**src/sv/mfcp_ram.sv**
```systemverilog
// Generic simple dual-port RAM: one write port, one read port with registered data.
// Depends on nothing.
module mfcp_ram #(
    parameter int WIDTH = 32,
    parameter int DEPTH = 128
) (
    input  logic                     i_clk,
    input  logic                     i_wr_en,
    input  logic [$clog2(DEPTH)-1:0] i_wr_addr,
    input  logic [WIDTH-1:0]         i_wr_data,
    input  logic                     i_rd_en,
    input  logic [$clog2(DEPTH)-1:0] i_rd_addr,
    output logic [WIDTH-1:0]         o_rd_data
);

    logic [WIDTH-1:0] r_mem [DEPTH];
    logic [WIDTH-1:0] r_rd_data;

    always_ff @(posedge i_clk) begin
        if (i_wr_en) begin
            r_mem[i_wr_addr] <= i_wr_data;
        end
        if (i_rd_en) begin
            r_rd_data <= r_mem[i_rd_addr];
        end
    end

    assign o_rd_data = r_rd_data;

endmodule

```
**config.mk**
```make
export PLATFORM = sky130hd
export DESIGN_NAME = mfcp_ram
export DESIGN_NICKNAME = d
export VERILOG_FILES = /design/src/sv/mfcp_ram.sv
export SDC_FILE = /design/constraint.sdc
export NUM_CORES = 2
export LEC_CHECK = 0
export BUFFER_PORTS_ARGS = -buffer_cell sky130_fd_sc_hd__buf_2
export CORE_MARGIN = 2
export CORE_UTILIZATION = 55
export DETAILED_ROUTE_END_ITERATION = 7
export PLACE_DENSITY = 0.79
export SLEW_MARGIN = 20
export SYNTH_ARGS = -nofsm -noshare
export SYNTH_HDL_FRONTEND = slang
export SYNTH_SLANG_ARGS = --single-unit
```
**constraint.sdc**
```tcl
create_clock -name i_clk -period 3.75 [get_ports i_clk]
set_clock_uncertainty 0.05 [all_clocks]
set_input_delay 0.75 -clock i_clk [delete_from_list [all_inputs] [get_ports i_clk]]
set_output_delay 0.75 -clock i_clk [all_outputs]
set_load 0.05 [all_outputs]
```
==> reports/qor.yml <==
pwr:
  pwr-share-clk: 0.404
  power_frac_comb: 0.058
  switchingPower_mw: 21.0
  ir_drop_uv: 536
  internal_power_mw: 74.1
  p_leak_nw: 55.6
  power_frac_seq: 0.538
  p_per_area_nw_per_um2: 529
  switching_share: 0.221
logic_synthesis:
  synth_top_cell_by_area: "edfxtp_1"
  yosys-top-cells-area: "edfxtp_1 (79%), mux4_2 (19%), clkbuf_1 (0.44%)"
  syn_inst: 5990
  ys_seq_area_frac: 0.792
  synth.distinct_cells: 16
  synth_top_area_share: 0.792
  synth_area_um2: 157000
  ys_warn_count: 0
  syn-num-nets: 6039
  syn_avg_cell_area_um2: 26.1
  ys_seq_elements: 4128
clocking:
  cts_max_path_buffers: 4
  post_cts_buffers: 0
  cts_hold_buf: 0
  cts.repair.resized: 0
  cts_tree: "built"
  cts.clk_slew.worst_paths_ps: 70
  htreeDepth: 5
  cts-buffers-inserted: 391
  root_buffer: "clkbuf_16"
  cts_sinks: 4128
  clk_latency_ps: 980
routing:
  post_drt_wl_per_cell_um: 43.5
  wl_mm: 467
  drc: 0
  ant_nets: 0
  drt_iter0_drc: 14247
  vias_per_cell: 7.30
  vias: 78568
  firstDrtPassIters: 8
finish:
  drive_gt1_frac: 0.377
  fill_cells: 16464
  register_area_um2: 124000
  utilization: 0.636
  nets: 6731
  post-route-cell-area_um2: 180000
  instances_no_fill: 10757
  area_growth_pct: 14.8
  multi_input_area_um2: 32300
job:
  maxCapViolCount: 0
timing:
  min_period_ps: 3290
  relSlewSlack: 0.210
  rsz0062_at_grt: "no"
  tightest_slew_ps: 1180
  setup_viol: 0
  fin_ws_ps: 462
  fin_crit_sh: 0.877
  setup_tns_ps: 0
  fmax_mhz: 304
  finalHoldViolCount: 0
  drv_slew: 0
placed_design:
  place_inst: 10030
  post_dp_cell_area_um2: 168000
  portBuffers: 80
  routabilityCongestion: 0.848
  hpwl_mm: 246
  pre_cts_ws_ps: -351
floorplan:
  die_h_um: 538
  die_w_um: 538
  dieArea_um2: 289000
  start_util: 0.554
  core.rowCount: 195
  core_area_um2: 283000
  num_io_pins: 81
global_route:
  grt_max_degree: 112
  grt_usage: 0.326
  antenna_found_initial: 73
  grt_overflow: 0
  grt_pass1_wl_mm: 642
  grt_pass1_vias: 78316
setup_path:
  cp_max_fo: 19
  worstRegToRegCells: 4
  crit_path_max_incr_delay_ps: 620
  critPathMostFrequentCell: "buf_12"
  worstPathArrival_ps: 3920
  cp-start-kind: "input pin"
  worstSetupPathType: "in -> reg"
  required_ps: 4380
  crit_chain: "buf_12 -> buf_12 -> buf_12 -> buf_12 -> buf_4 -> mux4_2 -> mux4_2 -> mux4_2 -> mux2_2"
  slowest_stage: "mux4_2"
  worst_setup_path_end_kind: "flip-flop"
run_status:
  outcome: "complete, no violations"
worst_hold_path:
  hold_depth: 1
  hold_class: "in -> reg"
## cells by family after synthesis
kind of cell	after synthesis	synth area share
buffers and inverters	316	0.00837
DFF	4128	0.792
muxes	1376	0.196
and+or+nand+nor	170	0.00445
## final cells by class
cell class | count | area share
Clock buffer | 477 | 0.0566
Timing Repair Buffer | 615 | 0.0374
Tap cell | 3743 | 0.0261
Sequential cell | 4128 | 0.690
Multi-Input combinational cell | 1546 | 0.180
Antenna cell | 33 | 0.000459
Clock inverter | 215 | 0.0101
## metrics by stage
stage	hold WS, ps	power (mW)
floorplan	799	54.6
global placement	1100	57.2
detailed placement	1110	57.4
CTS	115	95.1
global route	133	96.8
finish	161	95.1
## critical path: cells and delay by family
family	cells	cell delay (ps)
buf+inv	5	1080
mux	4	2020
## final timing paths
kind,slack [ps],endpoint,from
setup / recovery,460,o_rd_data[29],i_rd_addr[0]
hold / removal,160,r_mem[52][1],i_wr_data[1]
setup reg to reg,870,o_rd_data[29],r_mem[61][29]
hold reg to reg,1190,o_rd_data[11],r_mem[59][11]
## per-layer routing
metal | global-route usage | wire, µm | share of wire | vias up
met4 | 0.213 | 37400 | 0.080 | 52
li1 | - | - | - | 27809
met1 | 0.405 | 143000 | 0.31 | 41020
met3 | 0.0864 | 62400 | 0.13 | 1689
met2 | 0.511 | 224000 | 0.48 | 7998
met5 | 0 | 348 | 0.00074 | -
## state kept, by name, summed over array words and instances (netlist names)
name / count
r_mem: 4096
o_rd_data: 32
## Yosys cell counts (all sizes together)
library cell and n:
clkbuf 182, buf 134, nand2 14, edfxtp 4128, or3 1, nor3 9
nand4 3, nor2b 7, nor2 122, mux4 1344, nand2b 2, nand3 12
mux2 32
## power by group through the flow
| stage | Clock [mW] | Sequential (mW) | Combinational (mW) |
|---|---|---|---|
| after floorplan | 0 | 52.2 | 2.46 |
| after global placement | 0 | 52.1 | 5.07 |
| after detailed placement | 0 | 52.1 | 5.23 |
| after CTS | 38.5 | 51.2 | 5.40 |
| after global routing | 40.0 | 51.1 | 5.62 |
| final | 38.4 | 51.2 | 5.54 |
## cells in the final DEF (no fill, tap or decap), types with 5 or more instances in the layout
| cell | count |
|---|---|
| clkbuf_16 | 394 |
| nand3_1 | 8 |
| clkinv_8 | 7 |
| nand2_1 | 13 |
| buf_2 | 41 |
| nor2b_1 | 7 |
| clkinv_1 | 98 |
| bufinv_16 | 24 |
| edfxtp_1 | 4128 |
| buf_4 | 395 |
| clkinv_2 | 66 |
| mux2_2 | 32 |
| inv_6 | 5 |
| mux4_2 | 1344 |
| nor2_4 | 119 |
| nor3_4 | 6 |
| clkbuf_1 | 83 |
| clkinvlp_4 | 6 |
| diode_2 | 33 |
| buf_12 | 173 |
(Power assumes the default switching activity.)
