`config.mk`:
```
export PLATFORM = sky130hd
export DESIGN_NAME = mfcp_queue
export DESIGN_NICKNAME = d
export VERILOG_FILES = /design/src/sv/mfcp_pkg.sv /design/src/sv/mfcp_queue.sv
export SDC_FILE = /design/constraint.sdc
export NUM_CORES = 1
export LEC_CHECK = 0
export BUFFER_PORTS_ARGS = -buffer_cell sky130_fd_sc_hd__buf_4
export CAP_MARGIN = 20
export CORE_MARGIN = 1
export CORE_UTILIZATION = 25
export CTS_BUF_LIST = sky130_fd_sc_hd__clkbuf_16
export CTS_CLUSTER_SIZE = 8
export DETAILED_ROUTE_END_ITERATION = 12
export SYNTH_ARGS = -nofsm -noshare
export SYNTH_HDL_FRONTEND = slang
export SYNTH_SLANG_ARGS = --single-unit
```
`constraint.sdc`:
```
create_clock -name i_clk -period 6.2 [get_ports i_clk]
set_input_delay 0.62 -clock i_clk [delete_from_list [all_inputs] [get_ports i_clk]]
set_output_delay 0.62 -clock i_clk [all_outputs]
set_load 0.02 [all_outputs]
```
`src/sv/mfcp_pkg.sv`:
```
// Shared constants and types of the marker framed command parser.
// No dependencies; the parser, its front end, queue and emitter and the testbench import this package.
package mfcp_pkg;

    localparam int MAX_PAYLOAD = 64;

    localparam int STORE_DEPTH = 64;
    localparam int IDX_W       = $clog2(STORE_DEPTH);
    localparam int BANKS       = 2;
    localparam int RAM_DEPTH   = STORE_DEPTH * BANKS;
    localparam int RAM_AW      = $clog2(RAM_DEPTH);
    localparam int QUEUE_DEPTH = 2;
    localparam int QPTR_W      = $clog2(QUEUE_DEPTH);

    localparam logic [31:0] START_WORD = 32'h0000_002A;
    localparam logic [31:0] END_WORD   = 32'h0000_0023;

    // Stored words per frame, header included.
    localparam logic [6:0] CAP_LEN = 7'(MAX_PAYLOAD);

    // One committed frame handed from the front end to the emitter.
    typedef struct packed {
        logic [31:0]      header;
        logic [IDX_W-1:0] nvals;
        logic             bank;
    } t_frame_desc;

    typedef struct packed {
        logic full;
        logic empty;
    } t_queue_status;

endpackage

```
`src/sv/mfcp_queue.sv`:
```
// Two-entry descriptor queue between the front end and the emitter.
// Depends on mfcp_pkg.
module mfcp_queue
    import mfcp_pkg::*;
(
    input  logic          i_clk,
    input  logic          i_rst_n,
    input  logic          i_push,
    input  t_frame_desc   i_desc,
    input  logic          i_pop,
    output t_frame_desc   o_head,
    output t_queue_status o_status
);

    t_frame_desc       r_mem [QUEUE_DEPTH];
    logic [QPTR_W-1:0] r_wr_ptr;
    logic [QPTR_W-1:0] r_rd_ptr;
    logic [QPTR_W:0]   r_count;

    assign o_head          = r_mem[r_rd_ptr];
    assign o_status.full   = (r_count == (QPTR_W + 1)'(QUEUE_DEPTH));
    assign o_status.empty  = (r_count == '0);

    always_ff @(posedge i_clk) begin
        if (!i_rst_n) begin
            r_wr_ptr <= '0;
            r_rd_ptr <= '0;
            r_count  <= '0;
        end else begin
            if (i_push) begin
                r_wr_ptr <= r_wr_ptr + QPTR_W'(1);
            end
            if (i_pop) begin
                r_rd_ptr <= r_rd_ptr + QPTR_W'(1);
            end
            if (i_push && !i_pop) begin
                r_count <= r_count + (QPTR_W + 1)'(1);
            end else if (i_pop && !i_push) begin
                r_count <= r_count - (QPTR_W + 1)'(1);
            end
        end
        if (i_push) begin
            r_mem[r_wr_ptr] <= i_desc;
        end
    end

endmodule

```
==> metrics.md <==
| Metric | Value |
|---|---|
| Reg2reg start | r_wr_ptr$_SDFFE_PN0P_ |
| Hold Fails Final Rpt | 0 |
| Total wire length | roughly 5.5 mm |
| Final worst setup slack | 3.64 ns |
| Largest net degree at the start of global routing | between 40 and 50 |
| Max cap viols | 0 |
| # Post-CTS Setup Buffers | 0 |
| Routed WL per cell | 14.3 um |
| Gate power share | 0.119 |
| Max Freq | ~390 MHz |
| H-tree depth | 3 |
| Sw power | roughly 0.30 mW |
| Syn_area_per_cell | around 21 um2 |
| Worst slew pin tran | between 1 and 1.5 ns |
| Clk sinks | a little over 80 |
| Placed cell area | between 3000 and 4000 um2 |
| CTS tree | built |
| Total die area | between 10000 and 15000 um2 |
| Via count | roughly 1600 |
| Vias/cell | around 4.1 |
| Pre-antenna DRT Iters | 8 |
| Yosys cell types | 18 |
| Path category of the worst min-delay check | primary input to register |
| ANT nets after route | 0 |
| Final worst path period share | 0.413 |
| Relative slew margins | 0.318 |
| Synth Net Count | 187 |
| Post_cts resized | 0 |
| WS Path Type | register to output pin |
| Setup TNS | 0 ns |
| All-Layer GR Usage | 0.0909 |
| Area grow syn2layout | 36.3% |
| Worst Setup End Kind | output pin |
| Crit Reg-Reg Endpoint | r_mem[1][25]$_DFFE_PP_ |
| Clock buffer depth | 2 |
| Cell row count | 39 |
| # fillers | between 1000 and 1500 |
| Initial cell density of the core | 0.261 |
| Reg power frac | 0.484 |
| Area occupied by multi-input gates | about 560 um2 |
| Clk_lat worst skew | between 0.3 and 0.4 ns |
| Layout cells sized above 1 | 0.590 |
| Cts bufs inserted | 9 |
| Hpwl dp | roughly 3.3 mm |
| Input/output buffers | 83 |
| First-pass GRT wire length | 8.27 mm |
| Register area | around 2400 um2 |
| Antenna diode count | 0 |
| Layout Skew | ~0.0030 ns |
| Fin. max-slew vios | 0 |
| Pwr Density | between 300 and 400 nW/um2 |
| Clock group share of total power | 0.398 |
| Setup-failing EPs final | 0 |
| Die Wd | ~110 um |
| Initial DRC count | 31 |
| CTS Hold Bufs | 0 |
| RSZ-0062 raised after global routing | no |
| Reg2Reg Depth | 1 |
| Clock Pin Slew Worst Setup and Hold Paths | roughly 0.060 ns |
| VDD IR-drop max | around 120 uV |
| # DRC | 4 |
| Final core occ | 0.355 |
| Leak Pwr | about 1.5 nW |
| Setup crit end | o_head[22] |
| Synth warn | 0 |
| Sw frac | 0.216 |
| Mapped Area | roughly 3000 um2 |
| Clock root buffer | clkbuf_16 |
| Crit path launch type | register |
| Setup WS pre-CTS | 3.92 ns |
| Cell Int Power | between 1 and 1.5 mW |
| Placer's final routability congestion estimate | between 0.6 and 0.7 |
| Sequential fraction of the synthesis area | 0.806 |
| R2R setup slack | approximately 4.6 ns |
| Design Area, Final | around 4100 um2 |
| Num ports | 84 |
| Total gr overflow | 0 |
| Crit path DAT | between 1.5 and 2 ns |
| Initial antenna violation count | 0 |
| Total power | between 1 and 1.5 mW |
| Final net count | 278 |
| Most frequent cells in the layout | buf_4, edfxtp_1, mux2_2 |
| CORE AREA | ~12000 um2 |
| Failing checks | DRC |
| WP data required | between 5 and 6 ns |
| Commonest non-fill, non-tap cell in the layout | buf_4 |
| Min Tclk post-route | about 2.6 ns |
| Syn Inst Count | ~140 |
| Vias in the first global route | around 1600 |
| Status | complete, but fails checks |
| Die Y | 112 um |
| Crit Path Max Fanout | 39 |
| Register bit count reported by yosys | 83 |
==> power groups by stage <==
stage               Sequential (mW)  Combinational [mW]  Clock [mW]
finish                        0.666               0.163       0.547
global route                  0.670               0.174       0.587
CTS                           0.667               0.167       0.567
detailed placement            0.679               0.166           0
global placement              0.677               0.164           0
floorplan                     0.665              0.0983           0
==> cell type report <==
class                           instances  share of cell area
Inverter                                1            0.000909
Tap cell                              143              0.0433
Clock buffer                            9              0.0546
Timing Repair Buffer                   84               0.153
Clock inverter                          7              0.0200
Sequential cell                        83               0.592
Multi-Input combinational cell         55               0.136
==> worst min path at each step <==
stage / start / end / slack (ns) / cells past startpoint
2_1_floorplan: r_count[1]$_SDFFE_PN0P_ / r_count[1]$_SDFFE_PN0P_ / 0.47 / 2
3_3_place_gp: r_count[1]$_SDFFE_PN0P_ / r_count[1]$_SDFFE_PN0P_ / 0.49 / 2
3_5_place_dp: r_count[1]$_SDFFE_PN0P_ / r_count[1]$_SDFFE_PN0P_ / 0.53 / 2
4_1_cts: i_desc[34] / r_mem[1][34]$_DFFE_PP_ / 0.46 / 1
5_1_grt: i_desc[6] / r_mem[0][6]$_DFFE_PP_ / 0.46 / 1
6_report: i_desc[34] / r_mem[1][34]$_DFFE_PP_ / 0.47 / 1
==> sequential cells by signal, summed over array words and instances (netlist names), named ones only <==
register and count:
r_count 2, r_mem 78, r_rd_ptr 1, r_wr_ptr 1
==> synth_stat cells, drive strengths merged <==
master / count / share of area
edfxtp: 78 / 0.77
mux2: 39 / 0.14
dfxtp: 5 / 0.033
and2: 4 / 0.0083
buf: 4 / 0.0095
nor2b: 2 / 0.0041
xor2: 2 / 0.0058
a21boi: 1 / 0.0025
and2b: 1 / 0.0029
ha: 1 / 0.0041
inv: 1 / 0.0012
nor2: 1 / 0.0012
o21a: 1 / 0.0025
o21ai: 1 / 0.0017
or3: 1 / 0.0021
xnor2: 1 / 0.0029
==> cells by family after synthesis <==
| group | count (synthesis) | synth area share |
|---|---|---|
| flops | 83 | 0.806 |
| mux | 39 | 0.145 |
| simple gates | 9 | 0.0186 |
| buf+inv | 5 | 0.0107 |
| compound gates | 3 | 0.00661 |
| xor+xnor | 3 | 0.00868 |
| fa+ha+maj | 1 | 0.00413 |
==> stage by stage <==
stage          cells  hold WS, ns
3_3_place_gp     366        0.487
6_report         382        0.473
2_1_floorplan    143        0.466
3_5_place_dp     366        0.529
4_1_cts          382        0.458
5_1_grt          382        0.459
==> critical path: stages (launching register included) <==
cell and delay [ns]:
dfxtp_2 1.01, mux2_2 0.44, buf_4 0.16
==> per-layer routing <==
metal  GRT usage  wire (um)
met5           0          0
met4      0.0560        142
met3      0.0286        291
met2       0.149       2720
met1       0.104       2320
No activity file was read; power rests on OpenSTA's default activity.
