===== src/sv/mfcp_pkg.sv =====
// Shared constants and types of the marker framed command parser.
// No dependencies; the parser, its front end, queue and emitter and the testbench import this package.
package mfcp_pkg;

    localparam int MAX_PAYLOAD = 64;

    localparam int STORE_DEPTH = 64;
    localparam int IDX_W       = $clog2(STORE_DEPTH);
    localparam int BANKS       = 2;
    localparam int RAM_DEPTH   = STORE_DEPTH * BANKS;
    localparam int RAM_AW      = $clog2(RAM_DEPTH);
    localparam int QUEUE_DEPTH = 2;
    localparam int QPTR_W      = $clog2(QUEUE_DEPTH);

    localparam logic [31:0] START_WORD = 32'h0000_002A;
    localparam logic [31:0] END_WORD   = 32'h0000_0023;

    // Stored words per frame, header included.
    localparam logic [6:0] CAP_LEN = 7'(MAX_PAYLOAD);

    // One committed frame handed from the front end to the emitter.
    typedef struct packed {
        logic [31:0]      header;
        logic [IDX_W-1:0] nvals;
        logic             bank;
    } t_frame_desc;

    typedef struct packed {
        logic full;
        logic empty;
    } t_queue_status;

endpackage


===== src/sv/mfcp_out_if.sv =====
// Result channel: valid/ready handshake with one decoded command value.
// Depends on nothing.
interface mfcp_out_if;
    logic        valid;
    logic        ready;
    logic [7:0]  class_id;
    logic [7:0]  channel;
    logic [7:0]  param_index;
    logic [7:0]  value_count;
    logic [31:0] value_word;
    logic [5:0]  value_position;
    logic        value_valid;
    logic        last;

    modport source (output valid, output class_id, output channel, output param_index,
                    output value_count, output value_word, output value_position,
                    output value_valid, output last, input ready);
    modport sink   (input valid, input class_id, input channel, input param_index,
                    input value_count, input value_word, input value_position,
                    input value_valid, input last, output ready);
endinterface


===== src/sv/mfcp_back.sv =====
// Emitter: takes the head frame descriptor, reads its values from the RAM
// bank and drives one result per value (a single one for a header-only frame) through an output register.
// Depends on mfcp_pkg and mfcp_out_if.
module mfcp_back
    import mfcp_pkg::*;
(
    input  logic              i_clk,
    input  logic              i_rst_n,
    input  t_frame_desc       i_head,
    input  t_queue_status     i_q_status,
    output logic              o_pop,
    output logic              o_rd_en,
    output logic [RAM_AW-1:0] o_rd_addr,
    input  logic [31:0]       i_rd_data,
    mfcp_out_if.source        o_res
);

    typedef enum logic {
        B_IDLE = 1'b0,
        B_EMIT = 1'b1
    } t_bstate;

    t_bstate          r_state, n_state;
    logic [IDX_W-1:0] r_k, n_k;
    logic             r_valid, n_valid;
    logic [31:0]      r_header, n_header;
    logic [31:0]      r_value, n_value;
    logic [IDX_W-1:0] r_pos, n_pos;
    logic             r_vvalid, n_vvalid;
    logic             r_last, n_last;

    logic             out_free;
    logic [IDX_W:0]   k_inc;

    assign out_free = !r_valid || o_res.ready;
    assign k_inc    = {1'b0, r_k} + (IDX_W + 1)'(1);

    always_comb begin
        n_state   = r_state;
        n_k       = r_k;
        n_valid   = r_valid && !o_res.ready;
        n_header  = r_header;
        n_value   = r_value;
        n_pos     = r_pos;
        n_vvalid  = r_vvalid;
        n_last    = r_last;
        o_pop     = 1'b0;
        o_rd_en   = 1'b0;
        o_rd_addr = {i_head.bank, IDX_W'(1)};
        unique case (r_state)
            B_IDLE: begin
                if (!i_q_status.empty) begin
                    if (i_head.nvals == '0) begin
                        // Header-only frame: a single result, no RAM read.
                        if (out_free) begin
                            n_valid  = 1'b1;
                            n_header = i_head.header;
                            n_value  = 32'd0;
                            n_pos    = '0;
                            n_vvalid = 1'b0;
                            n_last   = 1'b1;
                            o_pop    = 1'b1;
                        end
                    end else begin
                        o_rd_en = 1'b1;
                        n_k     = '0;
                        n_state = B_EMIT;
                    end
                end
            end
            B_EMIT: begin
                if (out_free) begin
                    n_valid  = 1'b1;
                    n_header = i_head.header;
                    n_value  = i_rd_data;
                    n_pos    = r_k;
                    n_vvalid = 1'b1;
                    n_last   = (k_inc == {1'b0, i_head.nvals});
                    if (k_inc == {1'b0, i_head.nvals}) begin
                        o_pop   = 1'b1;
                        n_state = B_IDLE;
                    end else begin
                        // Prefetch the next value while this one goes out.
                        n_k       = k_inc[IDX_W-1:0];
                        o_rd_en   = 1'b1;
                        o_rd_addr = {i_head.bank, IDX_W'(k_inc + (IDX_W + 1)'(1))};
                    end
                end
            end
            default: begin
                n_state = B_IDLE;
            end
        endcase
    end

    always_ff @(posedge i_clk) begin
        if (!i_rst_n) begin
            r_state <= B_IDLE;
            r_k     <= '0;
            r_valid <= 1'b0;
        end else begin
            r_state <= n_state;
            r_k     <= n_k;
            r_valid <= n_valid;
        end
        r_header <= n_header;
        r_value  <= n_value;
        r_pos    <= n_pos;
        r_vvalid <= n_vvalid;
        r_last   <= n_last;
    end

    assign o_res.valid          = r_valid;
    assign o_res.class_id       = r_header[7:0];
    assign o_res.channel        = r_header[15:8];
    assign o_res.param_index    = r_header[23:16];
    assign o_res.value_count    = r_header[31:24];
    assign o_res.value_word     = r_value;
    assign o_res.value_position = r_pos;
    assign o_res.value_valid    = r_vvalid;
    assign o_res.last           = r_last;

endmodule


===== src/flat_wrapper.sv =====
// flat-port wrapper written by rule: the top's interface ports become plain ports
module mfcp_back_flat import mfcp_pkg::*;
  (i_clk, i_rst_n, i_head, i_q_status, o_pop, o_rd_en, o_rd_addr, i_rd_data, o_res_valid, o_res_class_id, o_res_channel, o_res_param_index, o_res_value_count, o_res_value_word, o_res_value_position, o_res_value_valid, o_res_last, o_res_ready);
  mfcp_out_if o_res_i ();
  input  logic i_clk;
  input  logic i_rst_n;
  input  t_frame_desc i_head;
  input  t_queue_status i_q_status;
  output logic o_pop;
  output logic o_rd_en;
  output logic [RAM_AW-1:0] o_rd_addr;
  input  logic [31:0] i_rd_data;
  output wire logic [$bits(o_res_i.valid)-1:0] o_res_valid;
  output wire logic [$bits(o_res_i.class_id)-1:0] o_res_class_id;
  output wire logic [$bits(o_res_i.channel)-1:0] o_res_channel;
  output wire logic [$bits(o_res_i.param_index)-1:0] o_res_param_index;
  output wire logic [$bits(o_res_i.value_count)-1:0] o_res_value_count;
  output wire logic [$bits(o_res_i.value_word)-1:0] o_res_value_word;
  output wire logic [$bits(o_res_i.value_position)-1:0] o_res_value_position;
  output wire logic [$bits(o_res_i.value_valid)-1:0] o_res_value_valid;
  output wire logic [$bits(o_res_i.last)-1:0] o_res_last;
  input wire logic [$bits(o_res_i.ready)-1:0] o_res_ready;
  assign o_res_valid = o_res_i.valid;
  assign o_res_class_id = o_res_i.class_id;
  assign o_res_channel = o_res_i.channel;
  assign o_res_param_index = o_res_i.param_index;
  assign o_res_value_count = o_res_i.value_count;
  assign o_res_value_word = o_res_i.value_word;
  assign o_res_value_position = o_res_i.value_position;
  assign o_res_value_valid = o_res_i.value_valid;
  assign o_res_last = o_res_i.last;
  assign o_res_i.ready = o_res_ready;
  mfcp_back u_core (.i_clk(i_clk), .i_rst_n(i_rst_n), .i_head(i_head), .i_q_status(i_q_status), .o_pop(o_pop), .o_rd_en(o_rd_en), .o_rd_addr(o_rd_addr), .i_rd_data(i_rd_data), .o_res(o_res_i));
endmodule

===== config.mk =====
export PLATFORM = sky130hd
export DESIGN_NAME = mfcp_back_flat
export DESIGN_NICKNAME = d
export VERILOG_FILES = /design/src/sv/mfcp_pkg.sv /design/src/sv/mfcp_out_if.sv /design/src/sv/mfcp_back.sv /design/src/flat_wrapper.sv
export SDC_FILE = /design/constraint.sdc
export NUM_CORES = 1
export LEC_CHECK = 0
export BUFFER_PORTS_ARGS = -buffer_cell sky130_fd_sc_hd__buf_2
export CAP_MARGIN = 20
export CORE_ASPECT_RATIO = 0.7
export CORE_MARGIN = 4
export CORE_UTILIZATION = 49
export CTS_CLUSTER_DIAMETER = 50
export DETAILED_ROUTE_END_ITERATION = 10
export PLACE_DENSITY_LB_ADDON = 0.25
export SYNTH_ARGS = -nofsm -noshare
export SYNTH_HDL_FRONTEND = slang
export SYNTH_SLANG_ARGS = --single-unit

===== constraint.sdc =====
create_clock -name i_clk -period 7.15 [get_ports i_clk]
set_clock_uncertainty 0.2 [all_clocks]
set_input_delay 0.3575 -clock i_clk [delete_from_list [all_inputs] [get_ports i_clk]]
set_output_delay 0.3575 -clock i_clk [all_outputs]
set_load 0.005 [all_outputs]

==> run_results.csv, run 1 <==
group,metric,value,unit
clock_network,clock_latency,340,ps
clock_network,clk_pin_slew,80,ps
clock_network,cts_hold_buffers,32,
sta,final_hold_viol_count,0,
synth,yosysMostFrequentCell,"edfxtp_1",
hold_path,hp-class,"in2reg",
drt,wl,7840,um
final_layout,drive_gt1_frac,0.454,
power_and_ir_drop,p_per_area,215,mW/mm^2
floorplan,dieArea,0.00779,sq mm
clock_network,cts_repair_resize_count,0,
power_and_ir_drop,ir_drop,0.163,mV
final_layout,fin_nets,474,
drt,drt_iter0_markers,72,
synth,synth_top_area_share,0.687,
critical_path,critPathCaptureType,"primary output",
sta,setup_ws,3980,ps
sta,slew_viol_final,0,
sta,fin_crit,3170,ps
drt,dr.pass1.iters,5,
critical_path,crit_path_max_incr_delay,530,ps
grt,grt_pass1_vias,2211,
hold_path,hold_path_startpoint,"i_rd_data[6]",
hold_path,min_delay_path_depth,2,
floorplan,die_w,104,um
critical_path,regToRegStartpoint,"u_core.r_k[0]",
critical_path,critPathBufInv,1,
final_layout,fillers,442,
clock_network,numCtsBuffers,9,
hold_path,hold_path_end,"u_core.o_res.value_word[6]",
outcome,status,"complete, no violations",
critical_path,cp_top_family,"simple AND/OR/NAND/NOR gates",
grt,grt_max_degree,44,
synth,ys_seq_area_frac,0.738,
synth,synth_cells,206,
synth,synth_cell_types,37,
grt,grtUsageTotal,0.204,
sta,fmax,315,MHz
sta,hold_ws,89.8,ps
critical_path,critical_path.max_fanout,18,
drt,vias,2307,
job,cap_viol_max_count,0,
grt,grt_antenna_before_repair,0,
sta,rsz0062_at_grt,"false",
synth,synth_area_leaders,"edfxtp_1 (69%), and2_1 (7.8%), dfxtp_1 (5.1%), xor2_1 (1.9%), nor2_1 (1.6%)",
place,pre_cts_ws,4290,ps
floorplan,pin_count,158,
synth,ys_ff_latch,80,
synth,synth-warning-count,0,
drt,viasPerCell,4.82,
synth,synth_ff_type,"edfxtp_1",
floorplan,num_rows,24,
critical_path,reg2regPathDepth,7,
final_layout,area_growth_syn_to_layout,43.3,%
clock_network,cts-root-buf,"clkbuf_8",
critical_path,path_cells,"ha_1, nand3_1, o21a_1, nor4_2, a31o_2, nand2b_1, buf_2",
power_and_ir_drop,p_leak,1.90,nW
synth,syn_nets,284,
clock_network,clock-sinks,80,
critical_path,r2r-end,"u_core.r_k[2]",
synth,synth_common_cells,"edfxtp_1 (72), and2_1 (39), nor2_1 (13)",
place,gp_congestion,0.785,
sta,setup_violations,0,
place,port-buffer-count,154,
clock_network,h-tree-depth,3,
critical_path,worst_path_max_delay_cell,"dfxtp_1",
grt,grt_overflow,0,
sta,min_period_over_period,0.444,
sta,slew_headroom,0.554,
synth,avgSynthCellArea,15.3,sq um
critical_path,critPathKind,"reg2out",
synth,synth_edf_count,72,
floorplan,start_util,0.506,
drt,drc,0,
synth,syn-cell-area,0.00315,sq mm
critical_path,rrSetupSlack,4600,ps
critical_path,startpoint_type,"flip-flop",
drt,drtAntennaViolNets,0,
floorplan,die_y,75.0,um
clock_network,cts_tree,"yes",
clock_network,clock_path_buffers,2,
drt,routedWlPerCell,16.4,um
sta,setup_tns,0,ps
final_layout,diodes,0,
synth,yosys.area.top_type,"edfxtp_1",
synth,synthArstFlopShare,0,
sta,tightestPinTransition,665,ps
clock_network,cts_setup_buffers,0,
critical_path,required,6590,ps
critical_path,arrival,2620,ps
place,hpwl,5430,um
floorplan,core-area,0.00622,sq mm
grt,grt_pass1_wl,12000,um
## registers in the layout (all words and copies together), names as in the netlist
| register | count |
|---|---|
| u_core.o_res.last | 1 |
| u_core.o_res.valid | 1 |
| u_core.o_res.value_position | 6 |
| u_core.o_res.value_valid | 1 |
| u_core.o_res.value_word | 32 |
| u_core.r_header | 32 |
| u_core.r_k | 6 |
| u_core.r_state | 1 |
## cells by family (layout without fill, tap and decap cells)
family,Yosys count,after routing,share of synthesized area
fa+ha+maj,2,2,0.00795
buf+inv,13,208,0.0223
simple gates,81,81,0.150
flops,80,80,0.738
xor+xnor,13,13,0.0386
compound gates,17,17,0.0433
## layout by cell type (no fill, tap or decap), drive strengths merged, types with 7 or more instances in the layout
cell / count
nand2: 7
dlygate4sd3: 32
dfxtp: 8
xor2: 7
and2: 39
clkbuf: 9
nor2: 13
edfxtp: 72
buf: 157
## layout make-up
cell class,count,area (sq um),area share
clock inverter,7,55.1,0.0122
clock buffer,9,124,0.0275
sequential,80,2320,0.515
tap,78,97.6,0.0216
multi-input combinational,113,764,0.170
inverter,3,11.3,0.00250
timing repair buffer,189,1130,0.251
## power breakdown
group	internal [mW]	switching, mW
clock	0.129	0.166
combinational	0.0603	0.0604
sequential	0.546	0.00874
## worst max path at each step
| stage | from | to | cells after the start |
|---|---|---|---|
| floorplan | i_head[1] | u_core.o_res.last | 4 |
| global placement | i_head[1] | u_core.o_res.value_word[23] | 5 |
| detailed placement | i_head[1] | u_core.o_res.value_word[5] | 5 |
| CTS | u_core.r_k[0] | o_rd_addr[0] | 7 |
| global route | u_core.r_k[0] | o_rd_addr[0] | 7 |
| finish | u_core.r_k[0] | o_rd_addr[0] | 7 |
## worst reg2reg max path, delay by kind of cell (launching register included)
family                   cells  cell delay (ps)
AND/OR/NAND/NOR              2              500
flip-flops                   1              530
adder cells (fa/ha/maj)      1              350
AO/OA/AOI/OAI                4              870
## stage by stage
stage	cells	utilization	total power, mW	area, sq um
after global placement	430	0.640	0.664	3980
after floorplan	206	-	0.608	3150
after detailed placement	430	0.640	0.669	3980
final	479	0.725	0.970	4510
after global routing	479	0.725	1.02	4510
after CTS	478	0.721	0.979	4480
## routing by layer
layer	share of wire	track usage
met5	0	0
met4	0.015	0.0590
met3	0.083	0.0908
met2	0.50	0.356
met1	0.41	0.234
No activity file was read; power rests on OpenSTA's default activity.
==> inputs of run 2 (changes only) <==
--- a/config.mk
+++ b/config.mk
@@ -9,7 +9,7 @@
 export CAP_MARGIN = 20
 export CORE_ASPECT_RATIO = 0.7
 export CORE_MARGIN = 4
-export CORE_UTILIZATION = 49
+export CORE_UTILIZATION = 45
 export CTS_CLUSTER_DIAMETER = 50
 export DETAILED_ROUTE_END_ITERATION = 10
 export PLACE_DENSITY_LB_ADDON = 0.25
==> constraint.sdc (replaced) <==
create_clock -name i_clk -period 3.1 [get_ports i_clk]
set_clock_uncertainty 0.2 [all_clocks]
set_input_delay 0.155 -clock i_clk [delete_from_list [all_inputs] [get_ports i_clk]]
set_output_delay 0.155 -clock i_clk [all_outputs]
set_load 0.005 [all_outputs]
==> run 2 against run 1 <==
Compared with the run above: sequential share of layout area shrank 4.2 points; final area increased by 8.9%; sequential power up 130%; first-iteration DRC count rose by 24%; critical path depth stayed put; core utilization increased by 0.12 points; clock power increased to 2.8 times the previous value; wire length up 11%; count of clock-buffer cells in the layout stayed put; largest power group unchanged.
==> run_results.csv, run 2 (synthesis results as in run 1) <==
group,metric,value,unit
clock_network,cts_tree,"yes",
grt,grt_pass1_wl,13400,um
sta,setup_tns,0,ps
final_layout,fin_nets,509,
place,port-buffer-count,154,
drt,viasPerCell,4.71,
critical_path,r2r-end,"u_core.r_k[4]",
place,gp_congestion,0.744,
critical_path,critPathCaptureType,"primary output",
grt,grt_pass1_vias,2538,
clock_network,cts_repair_resize_count,0,
critical_path,critical_path.max_fanout,18,
drt,drtAntennaViolNets,0,
sta,setup_violations,0,
sta,fin_crit,2900,ps
critical_path,critPathKind,"reg2out",
floorplan,pin_count,158,
drt,wl,8720,um
critical_path,setup.worst_path.start,"u_core.r_k[0]",
place,placed_area,0.00402,sq mm
critical_path,required,2740,ps
power_and_ir_drop,p_leak,2.07,nW
job,cap_viol_max_count,0,
floorplan,die_w,108,um
place,hpwl,5560,um
clock_network,clock_path_buffers,2,
final_layout,fin_area,0.00491,sq mm
sta,final_hold_viol_count,0,
sta,slew_headroom,0.585,
sta,fmax,345,MHz
critical_path,path_cells,"ha_1, nand3_1, o21a_1, nor4_2, a31o_2, nand2b_1, buf_2",
sta,slew_viol_final,0,
hold_path,hp-class,"in2reg",
sta,rsz0062_at_grt,"false",
grt,grtUsageTotal,0.211,
critical_path,regToRegStartpoint,"u_core.r_k[0]",
grt,grt_antenna_before_repair,0,
critical_path,arrival,2550,ps
drt,routedWlPerCell,16.5,um
floorplan,start_util,0.466,
place,pre_cts_ws,548,ps
final_layout,drive_gt1_frac,0.418,
hold_path,min_delay_path_depth,4,
final_layout,layout_common_cells,"buf_2 (154), edfxtp_1 (72), dlygate4sd3_1 (67)",
drt,drc,0,
final_layout,area_growth_syn_to_layout,56.0,%
outcome,status,"complete, no violations",
hold_path,hold_path_startpoint,"i_q_status[0]",
critical_path,critPathBufInv,1,
floorplan,num_rows,25,
sta,setup_ws,198,ps
final_layout,fillers,481,
drt,vias,2489,
drt,drt_iter0_markers,89,
critical_path,worst_path_max_delay_cell,"dfxtp_1",
sta,min_period_over_period,0.936,
floorplan,dieArea,0.00842,sq mm
critical_path,path_depth,7,
clock_network,cts-root-buf,"clkbuf_8",
clock_network,h-tree-depth,3,
critical_path,rrSetupSlack,620,ps
floorplan,core-area,0.00676,sq mm
power_and_ir_drop,p_per_area,494,mW/mm^2
final_layout,diodes,0,
grt,grt_overflow,0,
critical_path,reg2regPathDepth,7,
clock_network,numCtsBuffers,9,
clock_network,clk_pin_slew,80,ps
clock_network,clock_latency,340,ps
final_layout,layout_commonest_cell,"buf_2",
power_and_ir_drop,ir_drop,0.273,mV
drt,dr.pass1.iters,4,
grt,grt_max_degree,44,
floorplan,die_y,78.0,um
critical_path,startpoint_type,"flip-flop",
clock_network,clock-sinks,80,
sta,tightestPinTransition,619,ps
hold_path,hold_path_end,"u_core.r_state",
critical_path,cp_top_family,"simple AND/OR/NAND/NOR gates",
critical_path,crit_path_max_incr_delay,530,ps
-- run 2: worst reg2reg max path: cells and delay by family (launching register included) --
family          cells  cell delay [ps]
compound gates      4              840
simple gates        2              450
flops               1              530
fa+ha+maj           1              350
-- run 2: metal layers --
| metal | wire length [um] | track usage | up-vias | share of wire |
|---|---|---|---|---|
| met3 | 729 | 0.0732 | 24 | 0.084 |
| met4 | 213 | 0.0782 | 0 | 0.024 |
| met5 | 0 | 0 | - | 0 |
| met2 | 4520 | 0.373 | 106 | 0.52 |
| li1 | - | - | 1181 | - |
| met1 | 3250 | 0.236 | 1178 | 0.37 |
-- run 2: worst max-delay path by stage --
stage / end / slack (ps)
2_1_floorplan: o_pop / 90
3_3_place_gp: o_rd_addr[0] / 590
3_5_place_dp: o_rd_addr[0] / 550
4_1_cts: o_rd_addr[0] / 160
5_1_grt: o_rd_addr[0] / 5
6_report: o_rd_addr[0] / 200
-- run 2: power by group --
group	switching [mW]	internal, mW
registers	0.0209	1.26
logic	0.149	0.166
clock network	0.379	0.453
-- run 2: timing repair --
action | 4_1_cts | 5_1_grt
hold buffers | 67 | 0
setup endpoints to repair | 0 | 0
setup buffers | 0 | 0
hold endpoints to repair | 70 | 0
-- run 2: layout make-up --
class,instances,area (sq um),area share
clock inverter,6,92.6,0.0189
tap,94,118,0.0240
clock buffer,9,124,0.0252
inverter,3,11.3,0.00229
multi-input combinational,113,764,0.156
sequential,80,2320,0.473
timing repair buffer,224,1480,0.301
-- run 2: metrics by stage --
| step | hold WS (ps) | util | power, mW | std cells |
|---|---|---|---|---|
| after floorplan | 53.9 | - | 1.40 | 206 |
| after global placement | 110 | 0.595 | 1.54 | 447 |
| after detailed placement | 110 | 0.595 | 1.55 | 447 |
| after CTS | 58.0 | 0.726 | 2.44 | 529 |
| after global routing | 86.0 | 0.726 | 2.53 | 529 |
| final | 66.4 | 0.726 | 2.43 | 529 |
