$ cat config.mk
export PLATFORM = sky130hd
export DESIGN_NAME = mfcp_front_flat
export DESIGN_NICKNAME = d
export VERILOG_FILES = /design/src/sv/mfcp_pkg.sv /design/src/sv/mfcp_in_if.sv /design/src/sv/mfcp_front.sv /design/src/flat_wrapper.sv
export SDC_FILE = /design/constraint.sdc
export NUM_CORES = 1
export LEC_CHECK = 0
export BUFFER_PORTS_ARGS = -buffer_cell sky130_fd_sc_hd__buf_2
export CORE_MARGIN = 3
export CORE_UTILIZATION = 45
export CTS_BUF_LIST = sky130_fd_sc_hd__clkbuf_4
export DETAILED_ROUTE_END_ITERATION = 7
export PLACE_DENSITY = 0.79
export SLEW_MARGIN = 20
export SYNTH_ARGS = -nofsm -noshare
export SYNTH_HDL_FRONTEND = slang
export SYNTH_SLANG_ARGS = --single-unit
$ cat constraint.sdc
create_clock -name i_clk -period 3.47 [get_ports i_clk]
set_clock_uncertainty 0.1 [all_clocks]
set_input_delay 1.041 -clock i_clk [delete_from_list [all_inputs] [get_ports i_clk]]
set_output_delay 1.041 -clock i_clk [all_outputs]
set_load 0.005 [all_outputs]
$ cat src/sv/mfcp_pkg.sv
// Shared constants and types of the marker framed command parser.
// No dependencies; the parser, its front end, queue and emitter and the testbench import this package.
package mfcp_pkg;

    localparam int MAX_PAYLOAD = 64;

    localparam int STORE_DEPTH = 64;
    localparam int IDX_W       = $clog2(STORE_DEPTH);
    localparam int BANKS       = 2;
    localparam int RAM_DEPTH   = STORE_DEPTH * BANKS;
    localparam int RAM_AW      = $clog2(RAM_DEPTH);
    localparam int QUEUE_DEPTH = 2;
    localparam int QPTR_W      = $clog2(QUEUE_DEPTH);

    localparam logic [31:0] START_WORD = 32'h0000_002A;
    localparam logic [31:0] END_WORD   = 32'h0000_0023;

    // Stored words per frame, header included.
    localparam logic [6:0] CAP_LEN = 7'(MAX_PAYLOAD);

    // One committed frame handed from the front end to the emitter.
    typedef struct packed {
        logic [31:0]      header;
        logic [IDX_W-1:0] nvals;
        logic             bank;
    } t_frame_desc;

    typedef struct packed {
        logic full;
        logic empty;
    } t_queue_status;

endpackage

$ cat src/sv/mfcp_in_if.sv
// Input word channel: valid/ready handshake with one 32-bit received word.
// Depends on nothing.
interface mfcp_in_if;
    logic        valid;
    logic        ready;
    logic [31:0] rx_word;

    modport source (output valid, output rx_word, input ready);
    modport sink   (input valid, input rx_word, output ready);
endinterface

$ cat src/sv/mfcp_front.sv
// Front end: hunts for the start word, stores header and values into the
// current RAM bank, checks the end word and pushes a frame descriptor.
// Depends on mfcp_pkg and mfcp_in_if.
module mfcp_front
    import mfcp_pkg::*;
(
    input  logic              i_clk,
    input  logic              i_rst_n,
    mfcp_in_if.sink           i_rx,
    input  t_queue_status     i_q_status,
    output logic              o_push,
    output t_frame_desc       o_desc,
    output logic              o_wr_en,
    output logic [RAM_AW-1:0] o_wr_addr,
    output logic [31:0]       o_wr_data
);

    typedef enum logic [1:0] {
        PH_HUNT    = 2'd0,
        PH_COLLECT = 2'd1,
        PH_END     = 2'd2
    } t_phase;

    t_phase      r_phase, n_phase;
    logic [6:0]  r_word_count, n_word_count;
    logic [8:0]  r_frame_length, n_frame_length;
    logic [31:0] r_header, n_header;
    logic        r_wbank, n_wbank;

    logic        fire;
    logic [6:0]  wc_inc;
    logic [8:0]  len_now;

    // Hold off collecting while both banks hold frames still to be emitted.
    assign i_rx.ready = (r_phase != PH_COLLECT && r_phase != PH_END) || !i_q_status.full;
    assign fire       = i_rx.valid && i_rx.ready;

    assign wc_inc  = r_word_count + 7'd1;
    assign len_now = (r_word_count == 7'd0) ? ({1'b0, i_rx.rx_word[31:24]} + 9'd1)
                                            : r_frame_length;

    assign o_wr_addr = {r_wbank, r_word_count[IDX_W-1:0]};
    assign o_wr_data = i_rx.rx_word;

    assign o_desc.header = r_header;
    assign o_desc.nvals  = IDX_W'(r_word_count - 7'd1);
    assign o_desc.bank   = r_wbank;

    always_comb begin
        n_phase        = r_phase;
        n_word_count   = r_word_count;
        n_frame_length = r_frame_length;
        n_header       = r_header;
        n_wbank        = r_wbank;
        o_wr_en        = 1'b0;
        o_push         = 1'b0;
        if (fire) begin
            unique case (r_phase)
                PH_COLLECT: begin
                    o_wr_en      = 1'b1;
                    n_word_count = wc_inc;
                    if (r_word_count == 7'd0) begin
                        n_frame_length = len_now;
                        n_header       = i_rx.rx_word;
                    end
                    if ({2'b00, wc_inc} == len_now || wc_inc >= CAP_LEN) begin
                        n_phase = PH_END;
                    end
                end
                PH_END: begin
                    // Commit on a good end word, drop otherwise; never retest as start.
                    if (i_rx.rx_word == END_WORD) begin
                        o_push  = 1'b1;
                        n_wbank = !r_wbank;
                    end
                    n_phase = PH_HUNT;
                end
                default: begin
                    n_phase = PH_HUNT;
                    if (i_rx.rx_word == START_WORD) begin
                        n_word_count = 7'd0;
                        n_phase      = PH_COLLECT;
                    end
                end
            endcase
        end
    end

    always_ff @(posedge i_clk) begin
        if (!i_rst_n) begin
            r_phase        <= PH_HUNT;
            r_word_count   <= 7'd0;
            r_frame_length <= 9'd0;
            r_wbank        <= 1'b0;
        end else begin
            r_phase        <= n_phase;
            r_word_count   <= n_word_count;
            r_frame_length <= n_frame_length;
            r_wbank        <= n_wbank;
        end
        r_header <= n_header;
    end

endmodule

$ cat src/flat_wrapper.sv
// flat-port wrapper written by rule: the top's interface ports become plain ports
module mfcp_front_flat import mfcp_pkg::*;
  (i_clk, i_rst_n, i_q_status, o_push, o_desc, o_wr_en, o_wr_addr, o_wr_data, i_rx_valid, i_rx_rx_word, i_rx_ready);
  mfcp_in_if i_rx_i ();
  input  logic i_clk;
  input  logic i_rst_n;
  input  t_queue_status i_q_status;
  output logic o_push;
  output t_frame_desc o_desc;
  output logic o_wr_en;
  output logic [RAM_AW-1:0] o_wr_addr;
  output logic [31:0] o_wr_data;
  input wire logic [$bits(i_rx_i.valid)-1:0] i_rx_valid;
  input wire logic [$bits(i_rx_i.rx_word)-1:0] i_rx_rx_word;
  output wire logic [$bits(i_rx_i.ready)-1:0] i_rx_ready;
  assign i_rx_i.valid = i_rx_valid;
  assign i_rx_i.rx_word = i_rx_rx_word;
  assign i_rx_ready = i_rx_i.ready;
  mfcp_front u_core (.i_clk(i_clk), .i_rst_n(i_rst_n), .i_rx(i_rx_i), .i_q_status(i_q_status), .o_push(o_push), .o_desc(o_desc), .o_wr_en(o_wr_en), .o_wr_addr(o_wr_addr), .o_wr_data(o_wr_data));
endmodule
==> reports/qor.txt, run 1 <==
status: complete, no violations
share of cells above drive strength 1: 0.4244
Syn Nets: 300
M1 WL: 2548 um
GRT Resource Usage Total: 0.1674
clock-pin transition on the worst setup and hold timing paths: 0.14 ns
# clock sinks: 51
largest net degree at the start of global routing: 43
H-tree levels: 2
drt drc: 0
GPL Wtd Cong: 0.8528
Seq pwr share: 0.640
row cnt: 27
Net Switching: 0.0002359 W
Clk Latency, worst-skew pair: 0.36 ns
die height: 84.14 um
cts hold-fix bufs: 0
WL met3: 462 um
Leakage: 1.338 nW
global route total overflow: 0
crit-path leading delay family: simple AND/OR/NAND/NOR gates
Initial Utilization: 0.4813
crit-path cells: buf_2 > inv_1 > ha_1 > nor4b_2 > nand4_1 > nor3_2 > buf_2
DR top layer: met4
hpwl dp: 4781 um
Startpoint Class: input port
synthesized cell area: 2748 sq um
Setup TNS: 0 ns
Clock power frac: 0.263
hold path depth: 2
fin crit share: 0.9536
CP max FO: 2
total CTS buffers: 5
final setup fails: 0
top-area cell type share of the netlist area: 0.3497
Seq/Total Area, Yosys: 0.4882
drt initial violations: 53
most instantiated library cell after synthesis: buf_4
R2R depth: 9
critical path type: in2out
post-synthesis register bit count: 51
RSZ-0062 raised after global routing: no
initial antenna violation count: 0
# IOs: 118
first-pass GRT wire length: 9597 um
CP Depth: 7
Final Max Slew Viols: 0
clk buf depth: 2
Bufs and invs on worst path: 3
CTS tree: built
Fill cells: 521
Max VDD drop: 0.0001681 V
Synth area leaders: edfxtp_1 (35%), dfxtp_1 (14%), buf_4 (11%), nor2_1 (3.8%), xnor2_1 (3.5%)
routed wire length per instance: 14.70 um
WP data arrival: 2.17 ns
count of final hold-check violations: 0
CP Data Required Time: 2.33 ns
Slew headroom: 0.6454
DRT Wirelength: 6115 um
clock root buffer: clkbuf_4
average cell area after synthesis: 10.73 sq um
Slew @ Worst Pin: 0.5287 ns
die width: 84.14 um
Gate power share: 0.097
Commonest cells post-synth: buf_4 (41), edfxtp_1 (32), nor2_1 (28)
CP dominant cell by count: buf_2
nets: 387
via/cell ratio: 5.096
total number of vias: 2120
internal power: 0.0007682 W
Synth Flop Type: edfxtp_1
Gate Count Post-Synth: 256
DRT Pass-1 Iters: 4
pwr/cell area: 308.9 nW/um^2
number of flops mapped to enable cells by yosys: 32
Async SR Flop Fraction: 0
crit path time final: 3.309 ns
Yosys Warn Count: 0
Yosys top cell by area: edfxtp_1
IO Port Bufs: 116
max_cap viols: 0
Layout area overhead: 18.31%
critical path's slowest cell: nand4_1
CP max stage delay: 0.22 ns
f_max: 0.3022 GHz
footprint of the multi-input gates: 1041 sq um
die area: 7080 sq um
met2 wire length: 3051 um
Routed Antenna Nets: 0
sequential cell area: 1341 sq um
postcts setup bufs: 0
Min-Delay Path Class: reg2reg
sw frac: 0.2350
diode count: 0
Core ar.: 5709 sq um
number of global-route vias before repair: 2000
Crit. End Element: output pin
Power, Total: 0.001004 W
distinct cell type count after synthesis: 51
-- per-stage QoR --
step,setup WS [ns],cell area (sq um),cells,hold WS (ns),utilization
2_1_floorplan,0.4641,2749,256,0.3460,-
5_1_grt,0.04723,3251,416,0.4273,0.5694
3_5_place_dp,-0.06585,3182,408,0.3742,0.5573
6_report,0.1612,3251,416,0.3909,0.5694
4_1_cts,0.07550,3251,416,0.3931,0.5694
3_3_place_gp,-0.03056,3182,408,0.3582,0.5573
-- path summary, 6_finish.rpt --
path	endpoint	startpoint	slack [ns]
min	u_core.r_phase[0]	u_core.r_phase[0]	0.39
min reg2reg	u_core.r_phase[0]	u_core.r_phase[0]	0.39
max reg2reg	u_core.r_phase[1]	u_core.r_word_count[0]	0.45
max	o_push	i_rx_rx_word[24]	0.16
-- tightest hold or removal path: cells and delay by family, from the launching register on --
kind	cells	cell delay, ns
and+or+nand+nor	1	0.06
DFF	1	0.35
muxes	1	0.05
-- layout by cell type, fill, tap and decap left out, types with 2 or more instances in the layout --
master and count:
edfxtp_1 32, buf_2 116, a311oi_1 2, nor2_1 27, clkinv_1 2, xnor2_1 11, ha_1 7, xor2_1 8
nand3b_1 5, mux2i_1 6, o211ai_1 3, nand2_1 8, o31ai_1 2, nor4b_1 2, o21ai_0 5, a211oi_1 5
nor2b_1 2, a21oi_1 6, buf_4 10, nand3_1 6, or4_1 3, nor4_1 3, dfxtp_1 19, nand4_1 3
inv_1 11, nor3_1 6, clkbuf_4 5
-- registers in the layout, summed over array words and instances, names as in the netlist --
signal / cells
u_core.r_frame_length: 9
u_core.r_header: 32
u_core.r_phase: 2
u_core.r_wbank: 1
u_core.r_word_count: 7
-- layer usage --
layer / global-route usage / up-vias
met5: 0 / -
met4: 0.04678 / 0
met3: 0.04416 / 6
met2: 0.2984 / 77
met1: 0.1980 / 990
li1: - / 1047
-- cell type report --
cell class              count  area share
flip-flops and latches     51      0.4126
multi-input cells         146      0.3202
repair buffers            127      0.2079
well taps                  72     0.02771
inverters                  12     0.01386
clock buffers               5     0.01155
clock inverters             3    0.006159
-- cells by family (layout without fill, tap and decap cells) --
group | Yosys count | count (layout) | synth area share
adder cells (fa/ha/maj) | 7 | 7 | 0.03187
buffers and inverters | 59 | 147 | 0.1398
multiplexers | 6 | 6 | 0.02186
AO/OA/AOI/OAI | 32 | 32 | 0.08424
flip-flops | 51 | 51 | 0.4882
XOR/XNOR | 20 | 20 | 0.06649
AND/OR/NAND/NOR | 81 | 81 | 0.1676
-- power groups by stage --
| stage | Sequential [W] | Clock [W] | Combinational, W |
|---|---|---|---|
| 5_1_grt | 0.000643 | 0.000298 | 0.000108 |
| 3_5_place_dp | 0.000656 | 0 | 0.0000979 |
| 4_1_cts | 0.000643 | 0.000277 | 0.0000991 |
| 3_3_place_gp | 0.000656 | 0 | 0.0000960 |
| 6_report | 0.000643 | 0.000264 | 0.0000973 |
| 2_1_floorplan | 0.000656 | 0 | 0.0000562 |
-- timing repair --
item,CTS,global route
resized for setup,2,0
endpoints found under the setup margin,1,1
pin swaps,1,2
endpoints found under the hold margin,0,0
Power figures use the tool's default switching activity.
==> run 2: changes to the inputs <==
--- a/config.mk
+++ b/config.mk
@@ -5,13 +5,13 @@
 export SDC_FILE = /design/constraint.sdc
 export NUM_CORES = 1
 export LEC_CHECK = 0
+export ABC_AREA = 1
 export BUFFER_PORTS_ARGS = -buffer_cell sky130_fd_sc_hd__buf_2
 export CORE_MARGIN = 3
-export CORE_UTILIZATION = 45
+export CORE_UTILIZATION = 46
 export CTS_BUF_LIST = sky130_fd_sc_hd__clkbuf_4
 export DETAILED_ROUTE_END_ITERATION = 7
 export PLACE_DENSITY = 0.79
-export SLEW_MARGIN = 20
 export SYNTH_ARGS = -nofsm -noshare
 export SYNTH_HDL_FRONTEND = slang
 export SYNTH_SLANG_ARGS = --single-unit
==> run 2 against run 1 <==
  * First-iteration DRC count rose by 53%
  * Largest power group unchanged
  * Non-clock buffer count fell by 3
  * Routed wire length rose by 12%
==> reports/qor.txt, run 2 <==
Worst setup endpoint: o_push
fin crit share: 0.9496 (-0.003997)
largest net degree at the start of global routing: 33 (-23%)
share of cells above drive strength 1: 0.3409 (-0.08356)
Core ar.: 6096 sq um (+6.8%)
Leakage: 1.668 nW (+25%)
Slew headroom: 0.6502 (+0.004794)
CTS tree: built
diode count: 0 (unchanged)
DRT Pass-1 Iters: 4 (unchanged)
Yosys top cell by area: edfxtp_1
# IOs: 118 (unchanged)
max_cap viols: 0 (unchanged)
crit path time final: 3.295 ns (-0.01387 ns)
WL met3: 446 um (-3.5%)
commonest non-fill, non-tap cells in the layout: buf_2 (116), nand2_1 (75), inv_1 (44)
die height: 86.34 um (+2.6%)
critical path type: in2out
Initial Utilization: 0.4871 (+0.005807)
pwr/cell area: 336.2 nW/um^2 (+8.9%)
cts hold-fix bufs: 0 (unchanged)
die area: 7455 sq um (+5.3%)
hold path depth: 2 (unchanged)
Synth area leaders: edfxtp_1 (32%), dfxtp_1 (13%), buf_4 (11%), nand2_1 (9.5%), inv_1 (5.7%)
clk buf depth: 2 (unchanged)
Fill cells: 594 (+14%)
Top reg by flops: u_core.r_header
Slew @ Worst Pin: 0.5208 ns (-0.007929 ns)
IO Port Bufs: 116 (unchanged)
GPL Wtd Cong: 0.8805 (+3.2%)
CP Data Required Time: 2.33 ns (about the same)
first-pass GRT wire length: 11010 um (+15%)
Placed Cells: 510 (+25%)
most common cell after layout, fill and taps aside: buf_2
number of global-route vias before repair: 2444 (+22%)
most instantiated library cell after synthesis: nand2_1
Syn Nets: 400 (+33%)
critical path's slowest cell: nor4_2
post-synthesis register bit count: 51 (unchanged)
# clock sinks: 51 (unchanged)
Non-Filler Instances: 518 (+25%)
Design Area, Final: 3457 sq um (+6.4%)
WP data arrival: 2.15 ns (-0.02 ns)
Crit. End Element: output pin
number of flops mapped to enable cells by yosys: 32 (unchanged)
Gate Count Post-Synth: 356 (+39%)
final core occ: 0.5671 (-0.002244)
Async SR Flop Fraction: 0 (unchanged)
critical path startpoint: i_rx_rx_word[7]
crit-path cells: buf_2 > nor2_1 > nand2_1 > nor4_2 > nand4_1 > nor4_2 > buf_2
synthesized cell area: 2969 sq um (+8.1%)
Synth Flop Type: edfxtp_1
hold wc startpoint: u_core.r_frame_length[4]
status: complete, no violations
top-area cell type share of the netlist area: 0.3236 (-0.02609)
RSZ-0062 raised after global routing: no
Worst R2R Start: u_core.r_word_count[0]
clock-pin transition on the worst setup and hold timing paths: 0.15 ns (about the same)
via/cell ratio: 4.985 (-2.2%)
Routed Antenna Nets: 0 (unchanged)
count of final hold-check violations: 0 (unchanged)
DRT Wirelength: 6855 um (+12%)
final setup fails: 0 (unchanged)
Yosys Warn Count: 0 (unchanged)
reg-to-reg setup timing slack: 1.18 ns (+0.73 ns)
initial antenna violation count: 0 (unchanged)
met2 wire length: 3477 um (+14%)
GRT Resource Usage Total: 0.1826 (+0.01519)
routed wire length per instance: 13.23 um (-10%)
Commonest cells post-synth: nand2_1 (75), inv_1 (45), buf_4 (42)
R2R depth: 15 (+6)
Min-Delay Path Class: reg2reg
max FFs per register: 32 (unchanged)
clock root buffer: clkbuf_4
die width: 86.34 um (+2.6%)
average cell area after synthesis: 8.340 sq um (-22%)
Seq/Total Area, Yosys: 0.4517 (-0.03641)
global route total overflow: 0 (unchanged)
Clk Latency, worst-skew pair: 0.36 ns (about the same)
total CTS buffers: 5 (unchanged)
CP max FO: 3 (+1)
Startpoint Class: input port
placed cell area: 3374 sq um (+6.1%)
Final Max Slew Viols: 0 (unchanged)
R2R Path End: u_core.r_phase[0]
H-tree levels: 2 (unchanged)
CP max stage delay: 0.26 ns (+0.04 ns)
Setup TNS: 0 ns (unchanged)
drt drc: 0 (unchanged)
total number of vias: 2582 (+22%)
distinct cell type count after synthesis: 29 (-43%)
nets: 486 (+26%)
biggest regs: u_core.r_header x32, u_core.r_frame_length x9, u_core.r_word_count x7
DR top layer: met4
drt initial violations: 81 (+53%)
f_max: 0.3035 GHz (+0.42%)
M1 WL: 2859 um (+12%)
hpwl dp: 5523 um (+16%)
Layout area overhead: 16.44%
row cnt: 28 (+3.7%)
Max VDD drop: 0.0001469 V (-13%)
==> run 2: cell count changes after synthesis, moves of 4 or more <==
cell,change
nand3_1,+24
nor2_1,+5
nand2_1,+67
nand3_2,+4
o21ai_0,+4
nand4_1,+5
nor4_1,+4
inv_1,+34
a21oi_1,+9
nand2_2,+4
nand3b_1,-5
mux2i_1,-6
a211oi_1,-4
xnor2_1,-11
==> run 2: what timing repair did <==
action | in CTS | in global routing
resized for setup | 0 | 5
buffers inserted | 0 | 0
endpoints found under the setup margin | 0 | 1
==> run 2: how the worst min path moves through the flow <==
stage / slack, ns / end
after floorplan: 0.34 / u_core.r_frame_length[4]
after CTS: 0.38 / u_core.r_frame_length[4]
after detailed placement: 0.35 / u_core.r_frame_length[4]
after global routing: 0.42 / u_core.r_frame_length[4]
after global placement: 0.35 / u_core.r_frame_length[4]
final: 0.37 / u_core.r_frame_length[4]
==> run 2: layout make-up <==
type	instances	area (sq um)	share of cell area
Clock buffer	5	37.54	0.01086
Clock inverter	3	20.02	0.005791
Inverter	46	172.7	0.04995
Multi-Input combinational cell	214	1139	0.3294
Sequential cell	51	1341	0.3880
Tap cell	75	93.84	0.02714
Timing Repair Buffer	124	653.1	0.1889
==> run 2: power by group <==
part / total, W / internal [W] / switching, W
clock network: 0.000271 / 0.0000782 / 0.000193
registers: 0.000678 / 0.000669 / 0.00000876
logic: 0.000214 / 0.0000865 / 0.000127
==> run 2: layer usage <==
layer  track usage  vias to the layer above
met3       0.03327                        8
li1              -                     1301
met1        0.2234                     1185
met2        0.3310                       88
met4       0.04391                        0
met5             0                        -
==> run 2: kinds of logic (layout without fill, tap and decap cells) <==
kind of cell	after synthesis	after routing	synth area share
simple gates	170	170	0.2689
fa+ha+maj	7	7	0.02950
buf+inv	91	178	0.1732
flops	51	51	0.4517
xor+xnor	6	6	0.01770
compound gates	31	31	0.05900
==> run 2: worst max-delay path, delay by kind of cell <==
family                 cells  cell delay, ns
buffers and inverters      2            0.27
and+or+nand+nor            5            0.85
==> run 2: metrics by stage <==
stage                     total power (W)  setup WS (ns)  hold slack (ns)
after floorplan                 0.0008275         0.4752           0.3359
after global placement          0.0008979        0.06645           0.3483
after detailed placement        0.0009045        0.03976           0.3549
after CTS                        0.001173        0.04191           0.3774
after global routing             0.001236        0.01348           0.4161
final                            0.001162         0.1750           0.3746
==> run 3: changes to the inputs <==
--- a/config.mk
+++ b/config.mk
@@ -6,11 +6,11 @@
 export NUM_CORES = 1
 export LEC_CHECK = 0
 export ABC_AREA = 1
-export BUFFER_PORTS_ARGS = -buffer_cell sky130_fd_sc_hd__buf_2
 export CORE_MARGIN = 3
-export CORE_UTILIZATION = 46
+export CORE_UTILIZATION = 60
 export CTS_BUF_LIST = sky130_fd_sc_hd__clkbuf_4
 export DETAILED_ROUTE_END_ITERATION = 7
+export DONT_BUFFER_PORTS = 1
 export PLACE_DENSITY = 0.79
 export SYNTH_ARGS = -nofsm -noshare
 export SYNTH_HDL_FRONTEND = slang
==> run 3 against run 2 <==
  * Utilization rose by 4.5 points
  * Routed wire length fell by 16%
  * Setup slack improved by 0.035 ns
  * Final area fell by 19%
  * Sequential cell count did not move
  * Clock power barely moved
  * Non-clock buffer count fell by 122
  * Sequential share of layout area rose by 9.2 points
  * Via count fell by 17%
  * Clock-buffer cell count did not move
  * Largest power group unchanged
==> reports/qor.txt, run 3 (synthesis results as in run 2) <==
most common cell after layout, fill and taps aside: nand2_1
DRT Pass-1 Iters: 4 (unchanged)
CP max stage delay: 0.32 ns (+0.06 ns)
Max VDD drop: 0.0001304 V (-11%)
max FFs per register: 32 (unchanged)
clock root buffer: clkbuf_4
largest net degree at the start of global routing: 41 (+24%)
postcts setup bufs: 0 (unchanged)
Fill cells: 407 (-31%)
Setup TNS: 0 ns (unchanged)
# IOs: 118 (unchanged)
Crit. End Element: output pin
# clock sinks: 51 (unchanged)
Slew headroom: 0.6216 (-0.02858)
CP Data Required Time: 2.33 ns (about the same)
die height: 76.35 um (-12%)
drt initial violations: 74 (-8.6%)
clk buf depth: 2 (unchanged)
total CTS buffers: 5 (unchanged)
global route total overflow: 0 (unchanged)
CTS tree: built
routed wire length per instance: 14.85 um (+12%)
initial antenna violation count: 0 (unchanged)
first-pass GRT wire length: 9680 um (-12%)
drt drc: 0 (unchanged)
critical path type: in2out
Initial Utilization: 0.6505 (+0.1634)
WHS: 0.3846 ns (+0.009979 ns)
share of cells above drive strength 1: 0.07788 (-0.2630)
Top reg by flops: u_core.r_header
via/cell ratio: 5.565 (+12%)
GRT Resource Usage Total: 0.2026 (+0.01999)
die width: 76.35 um (-12%)
Min-Delay Path Class: reg2reg
Core ar.: 4564 sq um (-25%)
H-tree levels: 2 (unchanged)
GPL Wtd Cong: 0.8319 (-5.5%)
Startpoint Class: input port
row cnt: 24 (-14%)
final setup fails: 0 (unchanged)
pwr/cell area: 386.6 nW/um^2 (+15%)
Clk Latency, worst-skew pair: 0.38 ns (+0.02 ns)
clock-pin transition on the worst setup and hold timing paths: 0.15 ns (about the same)
f_max: 0.3068 GHz (+1.1%)
Layout area overhead: -5.900%
Final Max Slew Viols: 0 (unchanged)
diode count: 0 (unchanged)
cts hold-fix bufs: 0 (unchanged)
Slew @ Worst Pin: 0.5633 ns (+0.04255 ns)
crit path time final: 3.260 ns (-0.03540 ns)
commonest non-fill, non-tap cells in the layout: nand2_1 (75), inv_1 (45), nor2_1 (33)
hpwl dp: 4437 um (-20%)
fin crit share: 0.9394 (-0.01020)
Leakage: 1.178 nW (-29%)
max_cap viols: 0 (unchanged)
IO Port Bufs: 0 (-100%)
status: complete, no violations
biggest regs: u_core.r_header x32, u_core.r_frame_length x9, u_core.r_word_count x7
RSZ-0062 raised after global routing: no
total number of vias: 2148 (-17%)
final core occ: 0.6121 (+0.04500)
post-CTS sizing: 0 (unchanged)
Bufs and invs on worst path: 1 (-1)
number of global-route vias before repair: 2046 (-16%)
crit-path cells: inv_1 > ha_1 > nand4_1 > nor4_1 > nand4_1 > nor4_1
crit-path leading delay family: simple AND/OR/NAND/NOR gates
DRT Wirelength: 5733 um (-16%)
critical path's slowest cell: nor4_1
nets: 364 (-25%)
die area: 5829 sq um (-22%)
count of final hold-check violations: 0 (unchanged)
Routed Antenna Nets: 0 (unchanged)
WP data arrival: 2.12 ns (-0.03 ns)
CP max FO: 7 (+4)
-- run 3: final cells by class --
class	count	area, sq um	area share
well taps	65	81.33	0.02911
multi-input cells	214	1114	0.3986
clock inverters	3	20.02	0.007165
inverters	46	172.7	0.06180
clock buffers	5	37.54	0.01343
flip-flops and latches	51	1341	0.4801
repair buffers	2	27.53	0.009852
-- run 3: stage by stage --
stage,std cells,setup slack (ns),cell area [sq um],total power (W)
3_5_place_dp,378,0.2090,2736,0.0008237
2_1_floorplan,356,0.4752,2969,0.0008275
4_1_cts,386,0.2083,2794,0.001084
6_report,386,0.2104,2794,0.001080
3_3_place_gp,378,0.2413,2736,0.0008197
5_1_grt,386,0.1021,2794,0.001141
-- run 3: path summary, 6_finish.rpt --
| path | from | end | slack (ns) | depth (start not counted) |
|---|---|---|---|---|
| min reg2reg | u_core.r_frame_length[2] | u_core.r_frame_length[2] | 0.38 | 2 |
| max | i_rx_rx_word[24] | o_push | 0.21 | 6 |
| min | u_core.r_frame_length[2] | u_core.r_frame_length[2] | 0.38 | 2 |
| max reg2reg | u_core.r_word_count[0] | u_core.r_phase[0] | 1.11 | 15 |
-- run 3: per-layer routing --
metal	up-vias	global-route usage	routed length, um	part of all wire
met1	991	0.2344	2354	0.41
li1	1053	-	-	-
met5	-	0	0	0
met2	95	0.3585	2863	0.50
met4	0	0.07246	80	0.014
met3	9	0.05437	433	0.076
-- run 3: tightest hold or removal path: cells and delay by family, from the launching register on --
kind            cells  cell delay, ns
flops               1            0.34
buf+inv             1            0.06
compound gates      1            0.06
-- run 3: power by group --
group	switching [W]	internal [W]
logic	0.0000843	0.0000439
clock network	0.000192	0.0000781
registers	0.0000122	0.000670
